### config.mk
export PLATFORM = sky130hd
export DESIGN_NAME = weather_sensor_packet_decoder
export DESIGN_NICKNAME = d
export VERILOG_FILES = /design/src/hw/rtl/wspd_pkg.sv /design/src/hw/rtl/weather_sensor_packet_decoder.sv
export SDC_FILE = /design/constraint.sdc
export NUM_CORES = 1
export LEC_CHECK = 0
export BUFFER_PORTS_ARGS = -buffer_cell sky130_fd_sc_hd__buf_4
export CORE_ASPECT_RATIO = 1.25
export CORE_UTILIZATION = 61
export DETAILED_ROUTE_END_ITERATION = 6
export GPL_ROUTABILITY_DRIVEN = 0
export MAX_ROUTING_LAYER = met4
export PLACE_DENSITY = 0.81
export SLEW_MARGIN = 15
export SYNTH_ARGS = -nofsm -noshare
export SYNTH_HDL_FRONTEND = slang
export SYNTH_SLANG_ARGS = --single-unit
### constraint.sdc
create_clock -name aclk -period 5.9 [get_ports aclk]
set_clock_uncertainty 0.2 [all_clocks]
set_input_delay 0.885 -clock aclk [delete_from_list [all_inputs] [get_ports aclk]]
set_output_delay 0.885 -clock aclk [all_outputs]
set_load 0.01 [all_outputs]
### src/hw/rtl/wspd_pkg.sv
// ----------------------------------------------------------------------------
// wspd_pkg
// Shared constants and helpers for the weather sensor packet decoder.
// ----------------------------------------------------------------------------
package wspd_pkg;

    // longest packet whose checksum can pass
    localparam int MaxLen = 16;

    // width of the byte position counter, saturating at its top value
    localparam int PosW = 7;
    localparam logic [PosW-1:0] PosMax = '1;

    // packet byte positions
    localparam logic [PosW-1:0] PosType0 = 7'd0;
    localparam logic [PosW-1:0] PosType1 = 7'd1;
    localparam logic [PosW-1:0] PosId    = 7'd4;
    localparam logic [PosW-1:0] PosTemp  = 7'd5;
    localparam logic [PosW-1:0] PosSign  = 7'd6;
    localparam logic [PosW-1:0] PosHumid = 7'd7;
    localparam logic [PosW-1:0] PosCheck = 7'd8;
    localparam logic [PosW-1:0] PosLimit = PosW'(MaxLen);

    // number of stored field bytes (id .. check byte)
    localparam int FieldCnt = 5;

    // checksum offset
    localparam logic [10:0] SumOffset = 11'd10;

    // battery good threshold on the low nibble of the id byte
    localparam logic [3:0] BattThresh = 4'd4;

    // sign threshold on the low nibble of byte 6
    localparam logic [3:0] SignThresh = 4'd8;

    // known sensor type codes, byte 0 then byte 1
    localparam logic [7:0] TypeA0 = 8'h1A;
    localparam logic [7:0] TypeA1 = 8'h3D;
    localparam logic [7:0] TypeB0 = 8'h3A;
    localparam logic [7:0] TypeB1 = 8'h0D;
    localparam logic [7:0] TypeC0 = 8'hF8;
    localparam logic [7:0] TypeC1 = 8'h24;
    localparam logic [7:0] TypeD0 = 8'h1D;
    localparam logic [7:0] TypeD1 = 8'h20;

    // result tdata width, rounded up to whole bytes
    localparam int ResW  = 1 + 1 + 12 + 8 + 1 + 8;
    localparam int MDataW = ((ResW + 7) / 8) * 8;

    typedef logic [7:0] byte_t;

    // header lookup over the four type codes
    function automatic logic type_code_match(input byte_t b0, input byte_t b1);
        type_code_match = (b0 == TypeA0 && b1 == TypeA1) ||
                          (b0 == TypeB0 && b1 == TypeB1) ||
                          (b0 == TypeC0 && b1 == TypeC1) ||
                          (b0 == TypeD0 && b1 == TypeD1);
    endfunction

endpackage

### src/hw/rtl/weather_sensor_packet_decoder.sv
// ----------------------------------------------------------------------------
// weather_sensor_packet_decoder
// Byte-wise decoder for radio weather sensor packets: header check,
// nibble checksum and BCD field decode, one result per packet.
// ----------------------------------------------------------------------------
//
//  channel   dir  tdata (low bit up)                          tlast
//  s_        in   data_byte[7:0]                              last byte of packet
//  m_        out  header_match, checksum_ok,                  -
//                 temperature_tenths[11:0], humidity[7:0],
//                 battery_ok, sensor_id[7:0], zero pad
//
//  one byte is taken per cycle while no last byte waits on a stalled result;
//  a byte passes an input register, then updates the packet state and, if
//  it is a last byte, the result register; m_tvalid rises when the last
//  byte leaves the input register and the result register is free
//  aresetn (synchronous) clears the packet counters and both valid flags
//  a stalled result only holds back a following last byte; other bytes flow
//
module weather_sensor_packet_decoder (
    input  logic                        aclk,
    input  logic                        aresetn,
    input  logic                        s_tvalid,
    output logic                        s_tready,
    input  logic [7:0]                  s_tdata,   // data_byte[7:0]
    input  logic                        s_tlast,   // last
    output logic                        m_tvalid,
    input  logic                        m_tready,
    // header_match[0], checksum_ok[1], temperature_tenths[13:2],
    // humidity[21:14], battery_ok[22], sensor_id[30:23], zero[31]
    output logic [wspd_pkg::MDataW-1:0] m_tdata
);

    // input register
    logic                  in_valid_reg, in_valid_next;
    wspd_pkg::byte_t       in_byte_reg;
    logic                  in_last_reg;

    // packet state
    logic [wspd_pkg::PosW-1:0] pos_reg, pos_next;
    logic [10:0]               sum_reg, sum_next;
    wspd_pkg::byte_t           first_reg, first_next;
    logic                      hdr_reg, hdr_next;
    logic                      cbs_reg, cbs_next;
    wspd_pkg::byte_t           field_reg [wspd_pkg::FieldCnt];

    // result register
    logic                  out_valid_reg, out_valid_next;
    logic [wspd_pkg::MDataW-1:0] out_data_reg, out_data_next;

    logic advance;

    // stage advance: only a last byte waits on a full result register
    assign advance  = in_valid_reg && (!in_last_reg || !out_valid_reg || m_tready);
    assign s_tready = !in_valid_reg || advance;

    always_comb begin
        if (s_tvalid && s_tready) begin
            in_valid_next = 1'b1;
        end else if (advance) begin
            in_valid_next = 1'b0;
        end else begin
            in_valid_next = in_valid_reg;
        end
    end

    // current field bytes, with the byte in flight forwarded
    wspd_pkg::byte_t b4, b5, b6, b7, b8;
    assign b4 = (pos_reg == wspd_pkg::PosId)    ? in_byte_reg : field_reg[0];
    assign b5 = (pos_reg == wspd_pkg::PosTemp)  ? in_byte_reg : field_reg[1];
    assign b6 = (pos_reg == wspd_pkg::PosSign)  ? in_byte_reg : field_reg[2];
    assign b7 = (pos_reg == wspd_pkg::PosHumid) ? in_byte_reg : field_reg[3];
    assign b8 = (pos_reg == wspd_pkg::PosCheck) ? in_byte_reg : field_reg[4];

    // packet state update
    always_comb begin
        first_next = first_reg;
        hdr_next   = hdr_reg;
        cbs_next   = cbs_reg;
        pos_next   = pos_reg;
        sum_next   = sum_reg;
        if (pos_reg == wspd_pkg::PosType0) begin
            first_next = in_byte_reg;
            hdr_next   = 1'b0;
        end else if (pos_reg == wspd_pkg::PosType1) begin
            hdr_next = wspd_pkg::type_code_match(first_reg, in_byte_reg);
        end
        if (pos_reg == wspd_pkg::PosCheck) begin
            cbs_next = 1'b1;
        end
        if (!in_last_reg) begin
            if (pos_reg < wspd_pkg::PosLimit) begin
                sum_next = sum_reg + 11'(in_byte_reg[7:4]) + 11'(in_byte_reg[3:0]);
            end
            if (pos_reg != wspd_pkg::PosMax) begin
                pos_next = pos_reg + 1'b1;
            end
        end else begin
            pos_next = '0;
            sum_next = '0;
            cbs_next = 1'b0;
        end
    end

    // field decode for the result
    logic [10:0]        mag;
    logic signed [11:0] temp;
    logic [7:0]         humid;
    logic               cksum_ok;
    logic               hdr_out;

    always_comb begin
        mag   = 11'(b5[7:4]) * 11'd100 + 11'(b5[3:0]) * 11'd10 + 11'(b4[7:4]);
        temp  = (b6[3:0] >= wspd_pkg::SignThresh) ? -$signed({1'b0, mag})
                                                  : $signed({1'b0, mag});
        humid = 8'(b7[3:0] * 8'd10) + 8'(b6[7:4]);
        // check byte seen earlier in this packet or arriving now
        cksum_ok = (cbs_reg || (pos_reg == wspd_pkg::PosCheck)) &&
                   (pos_reg >= wspd_pkg::PosCheck) &&
                   (pos_reg < wspd_pkg::PosLimit) &&
                   (sum_reg == 11'(b8) + wspd_pkg::SumOffset);
        hdr_out = (pos_reg != wspd_pkg::PosType0) && hdr_next;
        out_data_next = {1'b0, b4, (b4[3:0] >= wspd_pkg::BattThresh), humid,
                         temp, cksum_ok, hdr_out};
    end

    // result valid
    always_comb begin
        if (advance && in_last_reg) begin
            out_valid_next = 1'b1;
        end else if (m_tready) begin
            out_valid_next = 1'b0;
        end else begin
            out_valid_next = out_valid_reg;
        end
    end

    // control registers
    always_ff @(posedge aclk) begin
        if (!aresetn) begin
            in_valid_reg  <= 1'b0;
            out_valid_reg <= 1'b0;
            pos_reg       <= '0;
            sum_reg       <= '0;
            first_reg     <= '0;
            hdr_reg       <= 1'b0;
            cbs_reg       <= 1'b0;
        end else begin
            in_valid_reg  <= in_valid_next;
            out_valid_reg <= out_valid_next;
            if (advance) begin
                pos_reg   <= pos_next;
                sum_reg   <= sum_next;
                first_reg <= first_next;
                hdr_reg   <= hdr_next;
                cbs_reg   <= cbs_next;
            end
        end
    end

    // payload registers
    always_ff @(posedge aclk) begin
        if (s_tvalid && s_tready) begin
            in_byte_reg <= s_tdata;
            in_last_reg <= s_tlast;
        end
        if (advance) begin
            field_reg[0] <= b4;
            field_reg[1] <= b5;
            field_reg[2] <= b6;
            field_reg[3] <= b7;
            field_reg[4] <= b8;
        end
        if (advance && in_last_reg) begin
            out_data_reg <= out_data_next;
        end
    end

    assign m_tvalid = out_valid_reg;
    assign m_tdata  = out_data_reg;

    // a packet end restarts the byte count and sum
    assert property (@(posedge aclk) disable iff (!aresetn)
        (advance && in_last_reg) |=> (pos_reg == '0 && sum_reg == '0 && !cbs_reg))
        else $error("packet state not cleared after last byte");

    // a packet end always loads a result
    assert property (@(posedge aclk) disable iff (!aresetn)
        (advance && in_last_reg) |=> m_tvalid)
        else $error("last byte did not produce a result");

    // a mid-packet byte never creates a result
    assert property (@(posedge aclk) disable iff (!aresetn)
        (!m_tvalid && !(advance && in_last_reg)) |=> !m_tvalid)
        else $error("result appeared without a last byte");

    // checksum cannot pass on a packet too short to hold the check byte
    assert property (@(posedge aclk) disable iff (!aresetn)
        (advance && in_last_reg && pos_reg < wspd_pkg::PosCheck) |=> !m_tdata[1])
        else $error("checksum passed on short packet");

endmodule

After elaboration in Yosys (flattened, before gate mapping)
Memory sizes are Yosys's and may differ from the RTL's. Index checks and enable logic that the tools add are counted.

Register bits: 70. Bits in writable memories: 40. Bits of input ports: 13. Output and inout port bits: 34. Logic and storage cells: 95. Memories: 1.

$add $sub $neg: 8. $mul: 3. Order comparisons: 4. Eq/ne operators: 16. Multiplexer cells: 20. Reduce and logical (&&, ||, !) cells: 32.

Memory list: field_reg (depth 5, bits a word 8, rd ports 5, clocked after Yosys merged registers in 0, wr ports 5, line weather_sensor_packet_decoder.sv:45) `wspd_pkg::byte_t field_reg [wspd_pkg::FieldCnt];`.

Operators with widths (count): two-way mux 8 bit (5); adder 11 x 4 -> 11 bit (3); two-way mux 11 bit (3); equality test 8 x 6 -> 1 bit (second input constant) (4); equality test 7 x 3 -> 1 bit (second input constant) (4); equality test 8 x 5 -> 1 bit (second input constant) (2); multiplier 4 x 3 -> 7 bit (second input constant) (2); two-way mux 7 bit (2); negation 11 -> 12 bit (1); adder 11 x 8 -> 11 bit (1); equality test 11 x 9 -> 1 bit (1); logical AND 1 bit (11); two-way mux 1 bit (10); nonzero test 2 bit (5); adder 8 x 4 -> 9 bit (second input constant) (1); multiplier 4 x 5 -> 9 bit (second input constant) (1); adder 8 x 4 -> 8 bit (1); equality test 8 x 4 -> 1 bit (second input constant) (1); equality test 8 bit (second input constant) (1); AND reduction 2 bit (4); adder 7 x 1 -> 7 bit (second input constant) (1); equality test 7 x 1 -> 1 bit (second input constant) (1); equality test 7 x 4 -> 1 bit (second input constant) (1); >= comparator 7 x 4 -> 1 bit (second input constant) (1); other kinds (8) (16).

Logic depth before layout (Yosys ltp)
Gate-level depths: netlist (run 1).

Word-level depth: 8. Gate-level depth with buffers: 19. Depth with buffers taken out: 18.

Worst setup path after synthesis (run 1)
No wires, ideal clock.

Path type: flip-flop to flip-flop. From: register pos_reg[6] in the netlist's numbering. To: register out_data_reg (netlist bit m_tdata[12]), data pin. Library setup time: 262 ps. Arrival: 4240 ps. Required time: 5438 ps. Path slack: 1197 ps. Cell stages (with the launch flop): 18. Buffers on the path: 1. Clock period less this slack: 4703 ps. Cells stage by stage: dfxtp_1 -> or3_1 -> buf_4 -> nor3b_2 -> nand2_2 -> mux2i_1 -> inv_1 -> ha_1 -> ha_1 -> ha_1 -> ha_1 -> ha_1 -> a21o_1 -> o21a_1 -> or4_1 -> o311a_1 -> a31oi_1 -> xnor2_1.

Cells in the longest elaborated chain, start to end: 7. Elaborated cells on any way between the ends: 13. Classes of those cells: add/sub: 3; mul: 2; order compare: 1; eq/ne: 3; mux: 4.

RTL lines: start: declaration (line weather_sensor_packet_decoder.sv:40) `logic [wspd_pkg::PosW-1:0] pos_reg, pos_next;`; start signal: assignment (line weather_sensor_packet_decoder.sv:152) `pos_reg <= pos_next;`; equality test 7 x 3 -> 1 bit * (line weather_sensor_packet_decoder.sv:70) `assign b5 = (pos_reg == wspd_pkg::PosTemp) ? in_byte_reg : field_reg[1];`; two-way mux 8 bit * (line weather_sensor_packet_decoder.sv:70); named net b5[1] (line weather_sensor_packet_decoder.sv:68) `wspd_pkg::byte_t b4, b5, b6, b7, b8;`; multiplier 4 x 3 -> 7 bit * (line weather_sensor_packet_decoder.sv:113) `mag = 11'(b5[7:4]) * 11'd100 + 11'(b5[3:0]) * 11'd10 + 11'(b4[7:4]);`; adder 11 x 8 -> 11 bit * (line weather_sensor_packet_decoder.sv:113); adder 11 x 4 -> 11 bit * (line weather_sensor_packet_decoder.sv:113); negation 11 -> 12 bit (line weather_sensor_packet_decoder.sv:114) `temp = (b6[3:0] >= wspd_pkg::SignThresh) ? -$signed({1'b0, mag})`; two-way mux 11 bit * (line weather_sensor_packet_decoder.sv:114); named net out_data_next (one bit) (line weather_sensor_packet_decoder.sv:49) `logic [wspd_pkg::MDataW-1:0] out_data_reg, out_data_next;`; end signal: assignment (line weather_sensor_packet_decoder.sv:175) `out_data_reg <= out_data_next;`; end: declaration (line weather_sensor_packet_decoder.sv:49).

Mark *: on every way through the listed nets, which the timed path passes. The rest lies on a longest branch. A chain may end at the register's enable or synchronous reset.

Worst setup path in the final report (run 1)
Ends and elaborated chain as after synthesis.

==> flow_summary.toml, run 1 <==
[outcome]
run_status = "finished clean"

[layout]
diodes = 0
fin_cells = 697
area.growth.synth_to_final_pct = 12.9
fin_nets = 634
final_cell_mix = "72 x edfxtp_1, 49 x buf_4, 41 x ha_1"
final_common_cell = "edfxtp_1"
largest_reg_flops = 33
num-fill-cells = 637
drive_above_1_share_pct = 18.1

[sta]
finalCritPeriodShare_pct = 89.3
worst_pin_slew_ns = 0.677
slew_headroom_pct = 54.7
finalHoldViolations = 0
rsz0062_at_grt = "false"
post-route-min-period_ns = 5.27
drv_slew = 0
fin_ws_ns = 0.634
setup_viol = 0
tns_ns = 0
fmax_mhz = 190

[clock_tree]
cts.root.buffer_cell = "clkbuf_16"
cts_made_buffers = 9
clk_pin_slew_ns = 0.08
cts_resized = 0
tritoncts = "built"
post_cts_buffers = 0
ctsHtreeMaxLevel = 3
cts_hold_buffers = 0
clock_latency_ns = 0.35
clock_path_buffers = 2
cts.sinks = 102

[critical_path]
cp_common_cell = "ha_1"
critPathCaptureType = "flop"
worst-path-buf-inv = 1
path_class = "reg -> reg"
cp_slowest_cell = "or3_1"
cp-start-kind = "flop"
cp-startpoint = "pos_reg[6]"
slowest_delay_ns = 0.60
crit_chain = "or3_1, nor3b_2, nand2_2, mux2i_1, inv_1, ha_1, ha_1, ha_1, a21oi_1, xnor2_1, ha_1, ha_1, nand3_1, a2bb2oi_1, a22o_1, nor4b_1, a31oi_1, xnor2_1"
rrSetupSlack_ns = 0.63
crit_required_ns = 5.80
arrival_ns = 5.17
reg2reg_from = "pos_reg[6]"
cp_top_family = "simple AND/OR/NAND/NOR gates"
timing.rr.end = "m_tdata[12]"
r2r_cells = 18
path_max_fanout = 11

[global_route]
gr-usage-all-layers_pct = 27.3
grt_start_max_net_pins = 41
grt_pass1_vias = 4218
gr-total-overflow = 0
antenna_found_initial = 0
grt_pass1_wl_um = 20800

[power]
p_leak_nw = 2.63
ir_drop_uv = 141
p_per_area_nw_per_um2 = 256

[synthesis]
synth_compound_area_share_pct = 10.7
ys_seq_area_share_pct = 46.5
netlist_area_um2 = 5940
synth_edf_count = 72
syn-num-nets = 587
synthMuxAreaShare_pct = 6.40
synth_flop_cell = "edfxtp_1"
synthSimpleGateAreaFrac_pct = 14.7
synth_xor_area_share_pct = 6.04
avgSynthCellArea_um2 = 11.4
syn-instance-count = 522
synth_fa_ha_area_share_pct = 12.3
yosysWarnings = 0
synth.distinct_cells = 70
ys_seq_elements = 102
synth_top_family_by_area = "simple AND/OR/NAND/NOR gates"
synthArstFlopShare_pct = 0

[floorplanning]
start_util_pct = 63.7
die_w_um = 90.3
io_pins = 47
fp.dieH_um = 112
row_count = 39
dieArea_um2 = 10100
core_um2 = 9320

[detailed_routing]
drcViolationCount = 0
drtAntennaViolNets = 0
vias_per_cell = 6.12
wl_per_cell_um = 18.1
drt_iter0_markers = 230
via_count = 4269
dr.pass1.iters = 5
drt-total-wl_um = 12600

[place]
dp.cells = 681
post-place-ws_ns = 0.653
post-dp-hpwl_um = 9050
port_buffers = 45

[min_path]
hold_path_depth = 2
min_from = "cbs_reg"
hold_path.class = "reg -> reg"
holdPathEnd = "cbs_reg"

[flow_run]
max-cap-violations = 0
## cell type report
class | count | area, um2 | area share (%)
multi-input cells | 374 | 2990 | 44.5
flip-flops and latches | 102 | 2760 | 41.2
repair buffers | 49 | 368 | 5.49
clock buffers | 9 | 225 | 3.36
well taps | 123 | 154 | 2.30
inverters | 33 | 124 | 1.85
clock inverters | 7 | 86.3 | 1.29
## how the worst max path moves through the flow
stage / endpoint / slack, ns / depth (start not counted)
after CTS: m_tdata[12] / 0.63 / 18
after floorplan: m_tdata[12] / 1.20 / 17
final: m_tdata[12] / 0.63 / 18
after detailed placement: m_tdata[12] / 0.65 / 18
after global placement: m_tdata[12] / 0.97 / 18
after global routing: m_tdata[12] / 0.27 / 18
## synthesized netlist by cell type (3+ instances only)
cell,instances,area [um2]
nor3_1,8,40.0
or3_1,4,25.0
edfxtp_1,72,2160
nor2b_1,19,119
a21o_1,6,45.0
a31oi_1,5,31.3
mux2i_1,15,150
buf_4,5,37.5
nor4b_1,3,26.3
or2_2,4,25.0
ha_1,41,513
nand2_1,18,67.6
inv_1,32,120
o21ai_0,15,75.1
and3_1,4,25.0
o21a_1,4,30.0
a21oi_1,20,100
mux2_2,18,203
and2_1,3,18.8
xnor2_1,24,210
a21boi_0,4,30.0
a211oi_1,5,37.5
o31ai_1,3,22.5
nand4_1,10,62.6
nand3b_1,6,45.0
dfxtp_1,30,601
nand2b_1,7,43.8
a22oi_1,6,45.0
fa_1,11,220
nand3_1,10,50.1
nor2_1,38,143
o211ai_1,3,22.5
clkbuf_1,7,26.3
xor2_1,17,149
## power by group
group / switching (mW) / internal (mW) / total, mW
clock: 0.285 / 0.340 / 0.624
sequential: 0.0223 / 0.800 / 0.823
combinational: 0.150 / 0.118 / 0.268
## stage by stage
stage / hold slack, ns / cell area [um2] / total power, mW / util, %
floorplan: 0.230 / 5940 / 1.03 / -
global placement: 0.255 / 6390 / 1.09 / 68.6
detailed placement: 0.255 / 6390 / 1.10 / 68.6
CTS: 0.280 / 6710 / 1.72 / 71.9
global route: 0.332 / 6710 / 1.78 / 71.9
finish: 0.288 / 6710 / 1.71 / 71.9
## cells by family (layout without fill, tap and decap cells)
kind of cell	Yosys count	in the layout
simple gates	153	153
flops	102	102
compound gates	92	92
fa+ha+maj	52	52
buf+inv	46	98
xor+xnor	41	41
mux	35	35
other cells	1	1
## worst register-to-register path, stage by stage, from the launching register on
cell	delay, ns
dfxtp_1	0.37
or3_1	0.60
nor3b_2	0.34
nand2_2	0.22
mux2i_1	0.33
inv_1	0.10
ha_1	0.31
ha_1	0.23
ha_1	0.19
a21oi_1	0.14
xnor2_1	0.15
ha_1	0.25
ha_1	0.36
nand3_1	0.11
a2bb2oi_1	0.21
a22o_1	0.23
nor4b_1	0.37
a31oi_1	0.16
xnor2_1	0.15
## layer usage
layer | part of all wire [%] | track usage, % | vias up | wire length [um]
met5 | 0 | - | - | 0
met4 | 4.0 | 13.4 | 0 | 502
met3 | 4.3 | 4.34 | 42 | 547
met2 | 52 | 46.5 | 127 | 6630
met1 | 39 | 31.3 | 2095 | 4970
li1 | - | - | 2005 | -
No activity file was read; power rests on OpenSTA's default activity.
==> run 2: changes to the inputs <==
--- a/config.mk
+++ b/config.mk
@@ -7,11 +7,12 @@
 export LEC_CHECK = 0
 export BUFFER_PORTS_ARGS = -buffer_cell sky130_fd_sc_hd__buf_4
 export CORE_ASPECT_RATIO = 1.25
-export CORE_UTILIZATION = 61
+export CORE_UTILIZATION = 60
 export DETAILED_ROUTE_END_ITERATION = 6
 export GPL_ROUTABILITY_DRIVEN = 0
 export MAX_ROUTING_LAYER = met4
-export PLACE_DENSITY = 0.81
+export PLACE_DENSITY = 0.8
+export REMOVE_ABC_BUFFERS = 1
 export SLEW_MARGIN = 15
 export SYNTH_ARGS = -nofsm -noshare
 export SYNTH_HDL_FRONTEND = slang
==> run 2 against run 1 <==
  * Combinational power about the same
  * First-iteration DRC count rose by 23%
  * Fmax rose by 0.35%
  * Register-to-register slack gained 0.02 ns
  * Die area grew 1.6%
  * Critical path type unchanged
  * Setup slack better by 0.018 ns
  * Global-route usage fell by 1.3 points
  * Sequential share of layout area about the same
  * Non-clock buffer count stayed put
  * Via count decreased by 1.1%
==> flow_summary.toml, run 2 (synthesized netlist as in run 1, its figures left out) <==
[sta]
finalHoldViolations = 0
tns_ns = 0
fmax_mhz = 191
worst_pin_slew_ns = 0.692
rsz0062_at_grt = "false"
slew_headroom_pct = 53.7
drv_slew = 0
post-route-min-period_ns = 5.25
setup_viol = 0
finalCritPeriodShare_pct = 88.9

[power]
clock_power_share_pct = 35.4
p_switching_uw = 429
p_seq_share_pct = 48.6
swShare_pct = 25.3
internal_power_mw = 1.26
p_comb_share_pct = 16.0
p_leak_nw = 2.63
p_per_area_nw_per_um2 = 253
ir_drop_uv = 157

[floorplanning]
fp.dieH_um = 113
dieArea_um2 = 10300
die_w_um = 91
io_pins = 47
core_um2 = 9610
row_count = 40
start_util_pct = 61.8

[critical_path]
critPathCaptureType = "flop"
cp-start-kind = "flop"
path_class = "reg -> reg"
rrSetupSlack_ns = 0.65
path_max_fanout = 11
timing.rr.end = "m_tdata[12]"
arrival_ns = 5.14
r2r_cells = 18
reg2reg_from = "pos_reg[4]"
crit_required_ns = 5.79

[clock_tree]
ctsHtreeMaxLevel = 3
clock_latency_ns = 0.34
clock_path_buffers = 2
cts.root.buffer_cell = "clkbuf_16"
post_cts_buffers = 0
cts.sinks = 102
tritoncts = "built"
clk_pin_slew_ns = 0.07
cts_resized = 0
cts_hold_buffers = 0
cts_made_buffers = 9

[global_route]
gr-total-overflow = 0
antenna_found_initial = 0
grt_pass1_wl_um = 20200
gr-usage-all-layers_pct = 25.9
grt_start_max_net_pins = 41
grt_pass1_vias = 4183

[layout]
final_cell_area_um2 = 6700
final_common_cell = "edfxtp_1"
largest_reg_flops = 33
final_core_util_pct = 69.7
area.growth.synth_to_final_pct = 12.7
diodes = 0
final_cell_mix = "72 x edfxtp_1, 49 x buf_4, 41 x ha_1"
fin_nets = 634
drive_above_1_share_pct = 17.8

[detailed_routing]
via_count = 4223
dr.pass1.iters = 5
vias_per_cell = 6.03
drtAntennaViolNets = 0
drcViolationCount = 0
drt_iter0_markers = 283
wl_per_cell_um = 17.5
drt-total-wl_um = 12300

[min_path]
hold_path.class = "reg -> reg"
hold_path_depth = 2
min_from = "cbs_reg"
holdPathEnd = "cbs_reg"

[outcome]
run_status = "finished clean"

[place]
port_buffers = 45
place_area_um2 = 6400
post-dp-hpwl_um = 8780

[flow_run]
max-cap-violations = 0
run 2: cell count changes in the layout (fill, tap and decap cells not counted), sizes merged:
cell,change
clkbuf,+3
inv,-3
clkinv,+1
clkinvlp,-1
run 2: worst max path at each step:
stage / startpoint / end / slack, ns / cells past startpoint
after detailed placement: pos_reg[6] / m_tdata[12] / 0.71 / 18
final: pos_reg[4] / m_tdata[12] / 0.65 / 18
after CTS: pos_reg[6] / m_tdata[12] / 0.69 / 18
after global routing: pos_reg[4] / m_tdata[12] / 0.37 / 18
after floorplan: pos_reg[6] / m_tdata[12] / 1.18 / 16
after global placement: pos_reg[6] / m_tdata[12] / 0.96 / 18
run 2: cell type report:
type | instances | area (um2)
multi-input combinational | 374 | 2990
fill | 728 | 2910
sequential | 102 | 2760
timing repair buffer | 49 | 368
clock buffer | 12 | 246
tap | 126 | 158
inverter | 33 | 124
clock inverter | 4 | 53.8
run 2: through the flow:
step,std cells,worst slack (ns),total power [mW],hold WS (ns)
floorplan,509,1.18,1.03,0.230
global placement,684,0.963,1.09,0.267
detailed placement,684,0.709,1.10,0.271
CTS,700,0.687,1.70,0.291
global route,700,0.374,1.76,0.328
finish,700,0.653,1.69,0.299
run 2: power by group through the flow:
stage	Sequential, mW	Combinational (mW)	Clock (mW)
finish	0.823	0.271	0.598
global route	0.825	0.302	0.631
CTS	0.823	0.270	0.604
detailed placement	0.838	0.267	0
global placement	0.837	0.253	0
floorplan	0.836	0.189	0
run 2: per-layer routing:
layer	vias to the layer above	track usage [%]	share of wire (%)
met2	126	43.3	52
met4	0	10.7	2.3
li1	2009	-	-
met5	-	-	0
met1	2065	31.3	42
met3	23	4.37	3.7
run 2: critical path, cell delays in order, from the launching register on:
cell       delay [ns]
dfxtp_1          0.37
or3_1            0.56
nor3b_2          0.31
nand2_2          0.21
mux2i_1          0.29
inv_1            0.10
ha_1             0.30
ha_1             0.24
ha_1             0.19
a21oi_1          0.17
xnor2_1          0.17
ha_1             0.29
ha_1             0.38
nand3_1          0.11
a2bb2oi_1        0.22
a22o_1           0.23
nor4b_1          0.33
a31oi_1          0.17
xnor2_1          0.16
